==> src/rtl/ook_pkg.sv <==
// ----------------------------------------------------------------------------
// ook_pkg
// Shared types, constants and the quarter-wave sine generator of the
// OOK envelope demodulator.
// ----------------------------------------------------------------------------
package ook_pkg;

    localparam int SAMPLE_WIDTH_DEF     = 16;
    localparam int SINE_TABLE_DEPTH_DEF = 1024;
    localparam int MAX_DECIMATION_DEF   = 4096;

    localparam int FIELD_W    = 16;
    localparam int PHASE_W    = 32;
    localparam int SUM_W      = 32;
    localparam int DEC_W      = 13;
    localparam int ENV_W      = 16;
    localparam int CFG_IDX_W  = 2;
    localparam int CFG_DATA_W = 32;
    localparam int TAB_W      = 16;

    localparam logic [CFG_IDX_W-1:0] REG_PHASE_STEP = 2'd0;
    localparam logic [CFG_IDX_W-1:0] REG_DECIMATION = 2'd1;

    localparam longint HALF_PI_Q30 = 64'sd1686629713;

    typedef struct packed {
        logic signed [SUM_W-1:0] re;
        logic signed [SUM_W-1:0] im;
        logic [DEC_W-1:0]        dec;
    } win_t;

    // sin(x), x in Q30 radians over the first quadrant, result Q15
    function automatic int quad_sine(longint x);
        longint x2;
        longint term;
        longint acc;
        x2   = (x * x) >>> 30;
        term = x;
        acc  = x;
        term = ((term * x2) >>> 30) / 6;   acc = acc - term;
        term = ((term * x2) >>> 30) / 20;  acc = acc + term;
        term = ((term * x2) >>> 30) / 42;  acc = acc - term;
        term = ((term * x2) >>> 30) / 72;  acc = acc + term;
        term = ((term * x2) >>> 30) / 110; acc = acc - term;
        term = ((term * x2) >>> 30) / 156; acc = acc + term;
        if (acc < 0)
        begin
            acc = 0;
        end
        acc = (acc + 16384) >>> 15;
        if (acc > 32767)
        begin
            acc = 32767;
        end
        return int'(acc);
    endfunction

endpackage

==> src/rtl/ook_fifo.sv <==
// ----------------------------------------------------------------------------
// ook_fifo
// Small register queue between the sample front end and the envelope unit.
// ----------------------------------------------------------------------------
module ook_fifo
    import ook_pkg::*;
#(
    parameter int WIDTH = $bits(win_t),
    parameter int DEPTH = 2
)
(
    input  logic             clk,
    input  logic             rst_n,
    input  logic             push,
    input  logic [WIDTH-1:0] wdata,
    output logic             full,
    input  logic             pop,
    output logic [WIDTH-1:0] rdata,
    output logic             empty
);

    localparam int AW = (DEPTH > 1) ? $clog2(DEPTH) : 1;

    logic [WIDTH-1:0] mem [DEPTH];
    logic [AW-1:0]    wptr_reg, rptr_reg;
    logic [AW:0]      cnt_reg;

    assign full  = (cnt_reg == (AW+1)'(DEPTH));
    assign empty = (cnt_reg == '0);
    assign rdata = mem[rptr_reg];

    always_ff @(posedge clk)
    begin
        if (push)
        begin
            mem[wptr_reg] <= wdata;
        end
    end

    always_ff @(posedge clk or negedge rst_n)
    begin
        if (!rst_n)
        begin
            wptr_reg <= '0;
            rptr_reg <= '0;
            cnt_reg  <= '0;
        end
        else
        begin
            if (push)
            begin
                wptr_reg <= (wptr_reg == AW'(DEPTH-1)) ? '0 : wptr_reg + AW'(1);
            end
            if (pop)
            begin
                rptr_reg <= (rptr_reg == AW'(DEPTH-1)) ? '0 : rptr_reg + AW'(1);
            end
            cnt_reg <= cnt_reg + (AW+1)'(push) - (AW+1)'(pop);
        end
    end

endmodule

==> config.mk <==
export PLATFORM = sky130hd
export DESIGN_NAME = ook_fifo
export DESIGN_NICKNAME = d
export VERILOG_FILES = /design/src/rtl/ook_pkg.sv /design/src/rtl/ook_fifo.sv
export SDC_FILE = /design/constraint.sdc
export NUM_CORES = 1
export LEC_CHECK = 0
export ABC_AREA = 1
export BUFFER_PORTS_ARGS = -buffer_cell sky130_fd_sc_hd__buf_4
export CAP_MARGIN = 20
export CORE_MARGIN = 5
export CORE_UTILIZATION = 57
export CTS_CLUSTER_DIAMETER = 30
export DETAILED_ROUTE_END_ITERATION = 16
export PLACE_DENSITY = 0.85
export SLEW_MARGIN = 15
export SYNTH_ARGS = -nofsm -noshare
export SYNTH_HDL_FRONTEND = slang
export SYNTH_SLANG_ARGS = --single-unit
==> constraint.sdc <==
create_clock -name clk -period 9 [get_ports clk]
set_clock_uncertainty 0.05 [all_clocks]
set_input_delay 2.7 -clock clk [delete_from_list [all_inputs] [get_ports clk]]
set_output_delay 2.7 -clock clk [all_outputs]
set_load 0.05 [all_outputs]
==> impl_metrics.toml <==
[worst_setup_path]
crit_path_top_delay_cell = "dfrtp_4"
worst-path-max-fanout = 94
r2r_end = "mem[0][10]"
critical_path.cell_chain = "buf_6 -> nand2_1 -> o21ai_2 -> buf_4"
reg2reg_slack_ns = 7.04
critPathMaxStageDelay_ns = 0.94
endpoint_kind = "output pin"
timing_worst_setup_path_type = "reg2out"
timing.critical_path.required_ns = 6.25
kind_of_start_point_of_the_critical_path = "flop"
reg2reg_from = "wptr_reg"
number_of_cells_on_the_worst_reg_to_reg_path = 2
critPathArrivalTime_ns = 2.77

[job]
max-cap-violations = 0

[timing]
whs_ns = 0.520
rsz0062_at_grt = "no"
min_period_over_period = 0.614
finalSetupViolations = 0
layout_setup_ws_ns = 3.48
max_freq_mhz = 181
timing_hold_violations_final = 0
relSlewSlack = 0.359
maxSlewViolCount = 0
fin_crit_ns = 5.52
tns_ns = 0
worst_pin_slew_ns = 0.961

[cts]
cts_num_sinks = 158
cts_inserted_buffers = 17
cts_tree = "yes"
clock_tree.root_cell = "clkbuf_8"
post_cts.repair.setup_buffers = 0
cts_hold_repair.buffers = 0
htree_levels = 4
clk_latency_ns = 0.50
cts_resized = 0
clk_pin_slew_worst_paths_ns = 0.06
ctsLongestPathBuffers = 2

[power]
leakage_nw = 3.37
powerDensity_nw_per_um2 = 386
vdd_drop_max_uv = 286

[hold_path]
min_path_cells = 1
worstHoldStart = "wptr_reg"
min-delay-path-class = "reg2reg"
worst_hold_path.endpoint = "wptr_reg"

[global_routing]
antenna_found_initial = 0
globalRouteTotalUtil = 0.183
overflow = 0
first_pass_grt_wire_length_mm = 18.2
first_global_vias = 3823
pin_count_of_the_biggest_net_entering_global_routing = 95

[drt]
routed-via-count = 3643
wl_mm = 11.5
route.detailed.drc = 0
vias_per_cell = 4.90
ant_nets = 0
drt_first_pass_iters = 5
post_drt_wl_per_cell_um = 15.4
detailedRoute.firstIterationViolations = 224

[placed_design]
detailed_place_hpwl_mm = 8.01
finalWeightedCongestion = 0.760
place.port_buffers = 159
place_area_um2 = 7490
post-place-ws_ns = 3.71

[synth]
synthesis.instances = 427
seq_area_frac_synth = 0.752
ys_warn_count = 0
synth.distinct_cells = 12
area_share_of_the_largest_cell_type_after_synthesis = 0.736
synth.net_count = 510
synth_seq_cells = 158
synth_area_um2 = 6280
post_synth.cell_area_avg_um2 = 14.7
yosys-top-cells-area = "edfxtp_1 (74%), o21ai_2 (11%), inv_1 (5.0%)"
synth_top_cell_by_area = "edfxtp_1"

[layout]
n_antenna_cell = 0
finalCoreUtilization = 0.737
area.growth.synth_to_final_pct = 27.2
n_fill_cell = 689
largest_register_ff_count = 154
final_layout_size_suffix_gt1_frac = 0.442
final_instance_area_um2 = 7990
final_nets = 674

[floorplan]
area_of_the_die_um2 = 13200
top_level_ports = 160
core-area_um2 = 10800
floorplan.initialDensity = 0.580
die_w_um = 115
placementRows = 38
die_h_um = 115

[run_status]
status = "finished, final reports clean"
-- synth_stat cells --
cell type and number:
edfxtp_1 154, buf_6 14, xor2_1 2, ha_1 2
dfrtp_1 4, o21ai_2 77, nand2_1 83, clkbuf_8 2
nand3_1 1, inv_1 84, buf_8 1, nor2_1 3
-- critical path, delay by kind of cell (launching register included) --
kind            cells  cell delay, ns
flops               1            0.94
buf+inv             2            0.94
simple gates        1            0.20
compound gates      1            0.11
-- per-stage QoR --
step,cells,total power [mW]
final,744,3.09
after CTS,744,3.12
after global routing,744,3.23
after floorplan,427,2.18
after detailed placement,712,2.52
after global placement,712,2.48
-- how the worst max path moves through the flow --
stage	cells past startpoint	startpoint	slack, ns	to
3_5_place_dp	4	rptr_reg	3.71	rdata[65]
6_report	4	rptr_reg	3.48	rdata[64]
4_1_cts	4	rptr_reg	3.09	rdata[64]
5_1_grt	4	rptr_reg	3.22	rdata[22]
3_3_place_gp	4	rptr_reg	3.77	rdata[68]
2_1_floorplan	2	push	2.47	mem[0][0]
-- report_power, final --
part	switching, mW	internal, mW
clock network	0.259	0.334
logic	1.04	0.389
registers	0.0874	0.980
-- cell type report --
type | instances | area [um2] | area share
Sequential cell | 158 | 4730 | 0.592
Clock inverter | 12 | 73.8 | 0.00924
Tap cell | 140 | 175 | 0.0219
Clock buffer | 20 | 425 | 0.0532
Inverter | 84 | 317 | 0.0396
Timing Repair Buffer | 162 | 1220 | 0.153
Multi-Input combinational cell | 168 | 1050 | 0.132
-- layout by cell type (no fill, tap or decap) --
master / synthesis / final
edfxtp_1: 154 / 154
clkbuf_16: 0 / 16
dfrtp_1: 4 / 3
clkinvlp_4: 0 / 6
inv_1: 84 / 83
nor2_1: 3 / 2
nand2_1: 83 / 83
buf_4: 0 / 161
dfrtp_4: 0 / 1
clkbuf_1: 0 / 3
buf_6: 14 / 1
ha_1: 2 / 2
nor2_4: 0 / 1
nand3_1: 1 / 1
xor2_1: 2 / 2
clkinv_2: 0 / 2
clkinv_1: 0 / 4
o21ai_2: 77 / 77
clkbuf_8: 2 / 1
clkinv_4: 0 / 1
-- cells by family (layout without fill, tap and decap cells) --
kind of cell / Yosys count / count (layout) / synth area share
xor+xnor: 2 / 2 / 0.00279
fa+ha+maj: 2 / 2 / 0.00398
compound gates: 77 / 77 / 0.107
flops: 158 / 158 / 0.752
buf+inv: 101 / 278 / 0.0820
simple gates: 87 / 87 / 0.0522
-- per-layer routing --
metal  wire length, um  part of all wire  vias up  global-route usage
li1                  -                 -     1783                   -
met1              4030              0.35     1728               0.196
met2              6360              0.55      107               0.335
met3               784             0.068       25              0.0432
met4               296             0.026        0              0.0931
met5                 0                 0        -                   0
Note: power is estimated with default switching activity, not from simulation.
