## config.mk

```make
export PLATFORM = sky130hd
export DESIGN_NAME = ook_back
export DESIGN_NICKNAME = d
export VERILOG_FILES = /design/src/rtl/ook_pkg.sv /design/src/rtl/ook_back.sv
export SDC_FILE = /design/constraint.sdc
export NUM_CORES = 2
export LEC_CHECK = 0
export BUFFER_PORTS_ARGS = -buffer_cell sky130_fd_sc_hd__buf_4
export CORE_MARGIN = 2
export CORE_UTILIZATION = 25
export DETAILED_ROUTE_END_ITERATION = 8
export GPL_TIMING_DRIVEN = 0
export PLACE_DENSITY = 0.46
export SLEW_MARGIN = 15
export SYNTH_ARGS = -nofsm -noshare
export SYNTH_HDL_FRONTEND = slang
export SYNTH_SLANG_ARGS = --single-unit
```

## constraint.sdc

```tcl
create_clock -name clk -period 9 [get_ports clk]
set_input_delay 1.8 -clock clk [delete_from_list [all_inputs] [get_ports clk]]
set_output_delay 1.8 -clock clk [all_outputs]
set_load 0.02 [all_outputs]
```

## src/rtl/ook_pkg.sv

```systemverilog
// ----------------------------------------------------------------------------
// ook_pkg
// Shared types, constants and the quarter-wave sine generator of the
// OOK envelope demodulator.
// ----------------------------------------------------------------------------
package ook_pkg;

    localparam int SAMPLE_WIDTH_DEF     = 16;
    localparam int SINE_TABLE_DEPTH_DEF = 1024;
    localparam int MAX_DECIMATION_DEF   = 4096;

    localparam int FIELD_W    = 16;
    localparam int PHASE_W    = 32;
    localparam int SUM_W      = 32;
    localparam int DEC_W      = 13;
    localparam int ENV_W      = 16;
    localparam int CFG_IDX_W  = 2;
    localparam int CFG_DATA_W = 32;
    localparam int TAB_W      = 16;

    localparam logic [CFG_IDX_W-1:0] REG_PHASE_STEP = 2'd0;
    localparam logic [CFG_IDX_W-1:0] REG_DECIMATION = 2'd1;

    localparam longint HALF_PI_Q30 = 64'sd1686629713;

    typedef struct packed {
        logic signed [SUM_W-1:0] re;
        logic signed [SUM_W-1:0] im;
        logic [DEC_W-1:0]        dec;
    } win_t;

    // sin(x), x in Q30 radians over the first quadrant, result Q15
    function automatic int quad_sine(longint x);
        longint x2;
        longint term;
        longint acc;
        x2   = (x * x) >>> 30;
        term = x;
        acc  = x;
        term = ((term * x2) >>> 30) / 6;   acc = acc - term;
        term = ((term * x2) >>> 30) / 20;  acc = acc + term;
        term = ((term * x2) >>> 30) / 42;  acc = acc - term;
        term = ((term * x2) >>> 30) / 72;  acc = acc + term;
        term = ((term * x2) >>> 30) / 110; acc = acc - term;
        term = ((term * x2) >>> 30) / 156; acc = acc + term;
        if (acc < 0)
        begin
            acc = 0;
        end
        acc = (acc + 16384) >>> 15;
        if (acc > 32767)
        begin
            acc = 32767;
        end
        return int'(acc);
    endfunction

endpackage

```

## src/rtl/ook_back.sv

```systemverilog
// ----------------------------------------------------------------------------
// ook_back
// Envelope unit: squares, bit-serial square root, serial divide by the
// window length, saturation and the output register.
// ----------------------------------------------------------------------------
module ook_back
    import ook_pkg::*;
(
    input  logic             clk,
    input  logic             rst_n,
    input  logic             win_valid,
    input  win_t             win_data,
    output logic             win_pop,
    output logic             empty,
    input  logic             pop,
    output logic [ENV_W-1:0] envelope
);

    localparam int ROOT_STEPS = 32;
    localparam int DIV_STEPS  = SUM_W + 1;
    localparam int STEP_W     = 6;

    typedef enum logic [5:0] {
        ST_IDLE   = 6'b000001,
        ST_SQUARE = 6'b000010,
        ST_SUM    = 6'b000100,
        ST_ROOT   = 6'b001000,
        ST_DIV    = 6'b010000,
        ST_HOLD   = 6'b100000
    } state_t;

    state_t state_reg, state_next;

    logic [STEP_W-1:0]  step_reg, step_next;
    logic [SUM_W-1:0]   ar_reg, ai_reg;
    logic [DEC_W-1:0]   dec_reg;
    logic [63:0]        sqa_reg, sqb_reg;
    logic [63:0]        rad_reg, rad_next;
    logic [33:0]        rem_reg, rem_next;
    logic [31:0]        root_reg, root_next;
    logic [DIV_STEPS-1:0] num_reg, num_next;
    logic [DEC_W:0]     drem_reg, drem_next;
    logic [DIV_STEPS-1:0] quo_reg, quo_next;
    logic               out_valid_reg;
    logic [ENV_W-1:0]   env_reg;

    logic [33:0]  rem_sh, trial;
    logic [DEC_W:0] drem_sh;
    logic         load_out;

    assign rem_sh  = {rem_reg[31:0], rad_reg[63:62]};
    assign trial   = {root_reg, 2'b01};
    assign drem_sh = {drem_reg[DEC_W-1:0], num_reg[DIV_STEPS-1]};

    assign win_pop  = (state_reg == ST_IDLE) && win_valid;
    assign load_out = (state_reg == ST_HOLD) && (!out_valid_reg || pop);
    assign empty    = !out_valid_reg;
    assign envelope = env_reg;

    always_comb
    begin
        state_next = state_reg;
        step_next  = step_reg;
        rad_next   = rad_reg;
        rem_next   = rem_reg;
        root_next  = root_reg;
        num_next   = num_reg;
        drem_next  = drem_reg;
        quo_next   = quo_reg;
        unique case (state_reg)
            ST_IDLE:
            begin
                if (win_valid)
                begin
                    state_next = ST_SQUARE;
                end
            end
            ST_SQUARE:
            begin
                state_next = ST_SUM;
            end
            ST_SUM:
            begin
                rad_next   = sqa_reg + sqb_reg;
                rem_next   = '0;
                root_next  = '0;
                step_next  = '0;
                state_next = ST_ROOT;
            end
            ST_ROOT:
            begin
                rad_next = {rad_reg[61:0], 2'b00};
                if (rem_sh >= trial)
                begin
                    rem_next  = rem_sh - trial;
                    root_next = {root_reg[30:0], 1'b1};
                end
                else
                begin
                    rem_next  = rem_sh;
                    root_next = {root_reg[30:0], 1'b0};
                end
                step_next = step_reg + STEP_W'(1);
                if (step_reg == STEP_W'(ROOT_STEPS-1))
                begin
                    step_next  = '0;
                    state_next = ST_DIV;
                    num_next   = DIV_STEPS'(root_next) + DIV_STEPS'(dec_reg >> 1);
                    drem_next  = '0;
                    quo_next   = '0;
                end
            end
            ST_DIV:
            begin
                num_next = {num_reg[DIV_STEPS-2:0], 1'b0};
                if (drem_sh >= {1'b0, dec_reg})
                begin
                    drem_next = drem_sh - {1'b0, dec_reg};
                    quo_next  = {quo_reg[DIV_STEPS-2:0], 1'b1};
                end
                else
                begin
                    drem_next = drem_sh;
                    quo_next  = {quo_reg[DIV_STEPS-2:0], 1'b0};
                end
                step_next = step_reg + STEP_W'(1);
                if (step_reg == STEP_W'(DIV_STEPS-1))
                begin
                    state_next = ST_HOLD;
                end
            end
            ST_HOLD:
            begin
                if (load_out)
                begin
                    state_next = ST_IDLE;
                end
            end
            default:
            begin
                state_next = ST_IDLE;
            end
        endcase
    end

    always_ff @(posedge clk or negedge rst_n)
    begin
        if (!rst_n)
        begin
            state_reg     <= ST_IDLE;
            step_reg      <= '0;
            out_valid_reg <= 1'b0;
        end
        else
        begin
            state_reg <= state_next;
            step_reg  <= step_next;
            if (load_out)
            begin
                out_valid_reg <= 1'b1;
            end
            else if (pop)
            begin
                out_valid_reg <= 1'b0;
            end
        end
    end

    always_ff @(posedge clk)
    begin
        if (win_pop)
        begin
            ar_reg  <= win_data.re[SUM_W-1] ? SUM_W'(-win_data.re) : SUM_W'(win_data.re);
            ai_reg  <= win_data.im[SUM_W-1] ? SUM_W'(-win_data.im) : SUM_W'(win_data.im);
            dec_reg <= win_data.dec;
        end
        if (state_reg == ST_SQUARE)
        begin
            sqa_reg <= 64'(ar_reg) * 64'(ar_reg);
            sqb_reg <= 64'(ai_reg) * 64'(ai_reg);
        end
        rad_reg  <= rad_next;
        rem_reg  <= rem_next;
        root_reg <= root_next;
        num_reg  <= num_next;
        drem_reg <= drem_next;
        quo_reg  <= quo_next;
        if (load_out)
        begin
            env_reg <= (quo_reg > DIV_STEPS'(16'hFFFF)) ? 16'hFFFF : quo_reg[ENV_W-1:0];
        end
    end

endmodule

```

==> out/metrics.yaml <==
timing:
  setup_violations: 0
  finalWorstSetupSlack_ns: 0.168
  fin_crit_ns: 8.83
  fmax_mhz: 113
  finalHoldViolCount: 0
  clock_skew_ns: 0.0440
  maxSlewViolCount: 0
  finalCritPeriodShare: 0.981
  worst_pin_slew_ns: 1.25
  rsz0062_at_grt: "false"
  slew_headroom: 0.169
worst_hold_path:
  hp-class: "reg2reg"
  worstHoldStart: "num_reg[18]"
  hold_path_depth: 2
setup_path:
  startpoint_type: "flip-flop"
  crit_slowest_cell: "fa_1"
  cpMostUsedCell: "fa_1"
  worstSetupPathType: "reg2reg"
  r2r_cells: 27
  rr_startpoint: "ai_reg[14]"
  cpPeakStageDelay_ns: 0.70
  cp-end-kind: "flip-flop"
  startpoint: "ai_reg[14]"
  crit_required_ns: 9.42
  cp_max_fo: 10
  arrival_ns: 9.25
cells_and_area:
  multi_input_area_um2: 60400
  mostFrequentLayoutCells: "inv_1 (2,035), fa_1 (1,588), nand2_1 (755), ha_1 (711), and2_1 (510)"
  n_fill_cell: 34866
  area_growth_pct: 11.1
  mostFrequentLayoutCell: "inv_1"
  ff_latch_area_um2: 13100
  largest_reg_flops: 64
  drive_gt1_frac: 0.0589
  layout.nets: 11033
logic_synthesis:
  mappedNetlistArea_um2: 82100
  synthCells: 8445
  synth_top_flop_cell: "edfxtp_1"
  avgSynthCellArea_um2: 9.72
  synth_seq_cells: 439
  synth-edff-count: 426
  ys_warn_count: 0
  ys_types: 75
  synth_nets: 10830
  seq_area_frac_synth: 0.160
  synthArstFlopShare: 0.0296
placed_design:
  place_congestion: 0.957
  place_ws_ns: -2.11
  port_buffers: 98
  hpwl_um: 220000
global_routing:
  grt_overflow: 0
  grt_pass1_vias: 64102
  grt_first_pass_wirelength_um: 406000
  track_usage: 0.162
  grt_max_degree: 55
  grt_antenna_before_repair: 16
clock_network:
  cts.sinks: 439
  clock_path_buffers: 3
  cts_buffers: 53
  cts.clk_slew.worst_paths_ns: 0.07
  clockRootBuffer: "clkbuf_16"
  cts_tree: "built"
  clock_latency_ns: 0.71
  cts_htree_levels: 2
drt:
  drt_iter0_drc: 3891
  drc_errors: 0
  finalWirelength_um: 266000
  antenna_left: 0
  via_count: 58366
  routed_via_density: 4.47
  wl_per_cell_um: 20.4
  drt-pass1-iter-count: 6
floorplan:
  die-area_um2: 333000
  io_pins: 99
  core-area_um2: 327000
  rows: 210
  die_h_um: 577
  die_x_um: 577
  start_util: 0.251
run_status:
  status: "finished clean"
run:
  cap_violations: 0
-- cell usage after synthesis (8+ instances only) --
library cell  number  area [um2]
a211oi_1          22         165
a21o_1           148        1110
a21oi_1          330        1650
a31o_2            30         263
a31oi_1           51         319
and2_1           510        3190
and3_1            29         181
clkbuf_1         318        1190
dfrtp_1           12         300
edfxtp_1         426       12800
fa_1            1588       31800
ha_1             716        8960
inv_1           2035        7640
mux2i_1           16         160
nand2_1          756        2840
nand2b_1          41         257
nand3_1           52         260
nand3b_1           8        60.1
nand4_1           69         432
nor2_1           297        1110
nor2b_1           44         275
nor3_1            36         180
nor4_1            12        75.1
o211ai_1          13        97.6
o21a_1            29         218
o21ai_0          194         971
o21bai_1          48         360
o31ai_1           34         255
o41ai_1            9        78.8
or2_2             16         100
or3_1             22         138
or4_1             16         120
xnor2_1          242        2120
xor2_1           144        1260
-- cell type report --
class | instances | share of cell area
flip-flops and latches | 439 | 0.144
repair buffers | 162 | 0.0158
clock inverters | 32 | 0.00291
plain buffers | 310 | 0.0165
inverters | 2039 | 0.0839
well taps | 4346 | 0.0596
multi-input cells | 5643 | 0.662
clock buffers | 67 | 0.0153
diodes | 5 | 0.000137
-- logic make-up (layout without fill, tap and decap cells) --
| family | count (synthesis) | after routing | share of synthesized area |
|---|---|---|---|
| fa+ha+maj | 2304 | 2304 | 0.496 |
| flops | 439 | 439 | 0.160 |
| xor+xnor | 386 | 386 | 0.0412 |
| other cells | 0 | 5 | 0 |
| simple gates | 1931 | 1931 | 0.115 |
| mux | 22 | 22 | 0.00277 |
| buf+inv | 2363 | 2610 | 0.108 |
| compound gates | 1000 | 1000 | 0.0771 |
-- what timing repair did --
item,4_1_cts,5_1_grt
endpoints found under the setup margin,78,35
buffers inserted,33,19
pin swaps,1,2
hold buffers,0,0
gates resized for setup,189,147
-- through the flow --
stage                     instances  area, um2  setup TNS (ns)   util  hold WS (ns)
after floorplan                8445      82100               0      -         0.484
after global placement        12889      88300         -242.42  0.270         0.496
after detailed placement      12901      88600          -73.27  0.271         0.509
after CTS                     13027      90900         -0.0706  0.278         0.520
after global routing          13038      91200               0  0.279         0.534
final                         13043      91200               0  0.279         0.513
-- layer usage --
| layer | GRT usage | vias to the layer above | wire length (um) | part of all wire |
|---|---|---|---|---|
| li1 | - | 26473 | - | - |
| met1 | 0.214 | 30008 | 113000 | 0.43 |
| met2 | 0.279 | 1532 | 129000 | 0.49 |
| met3 | 0.0159 | 351 | 13200 | 0.050 |
| met4 | 0.0486 | 2 | 10100 | 0.038 |
| met5 | 0 | - | 13 | 0.000049 |
-- critical path, delay by kind of cell (launching register included) --
kind	cells	cell delay (ns)
AND/OR/NAND/NOR	3	0.50
buffers and inverters	6	1.06
AO/OA/AOI/OAI	8	2.13
XOR/XNOR	1	0.17
adder cells (fa/ha/maj)	9	4.38
flip-flops	1	0.32
-- worst paths after layout --
check                          endpoint  slack [ns]
setup / recovery            sqb_reg[62]        0.17
hold / removal              num_reg[19]        0.51
min in group asynchronous  state_reg[4]        0.96
hold reg to reg             num_reg[19]        0.51
max in group asynchronous  state_reg[0]        7.79
setup reg to reg            sqb_reg[62]        0.17
Power is left out: the tool's default activity adds up to more than one toggle a clock period on the data nets, which glitch-free logic cannot reach.
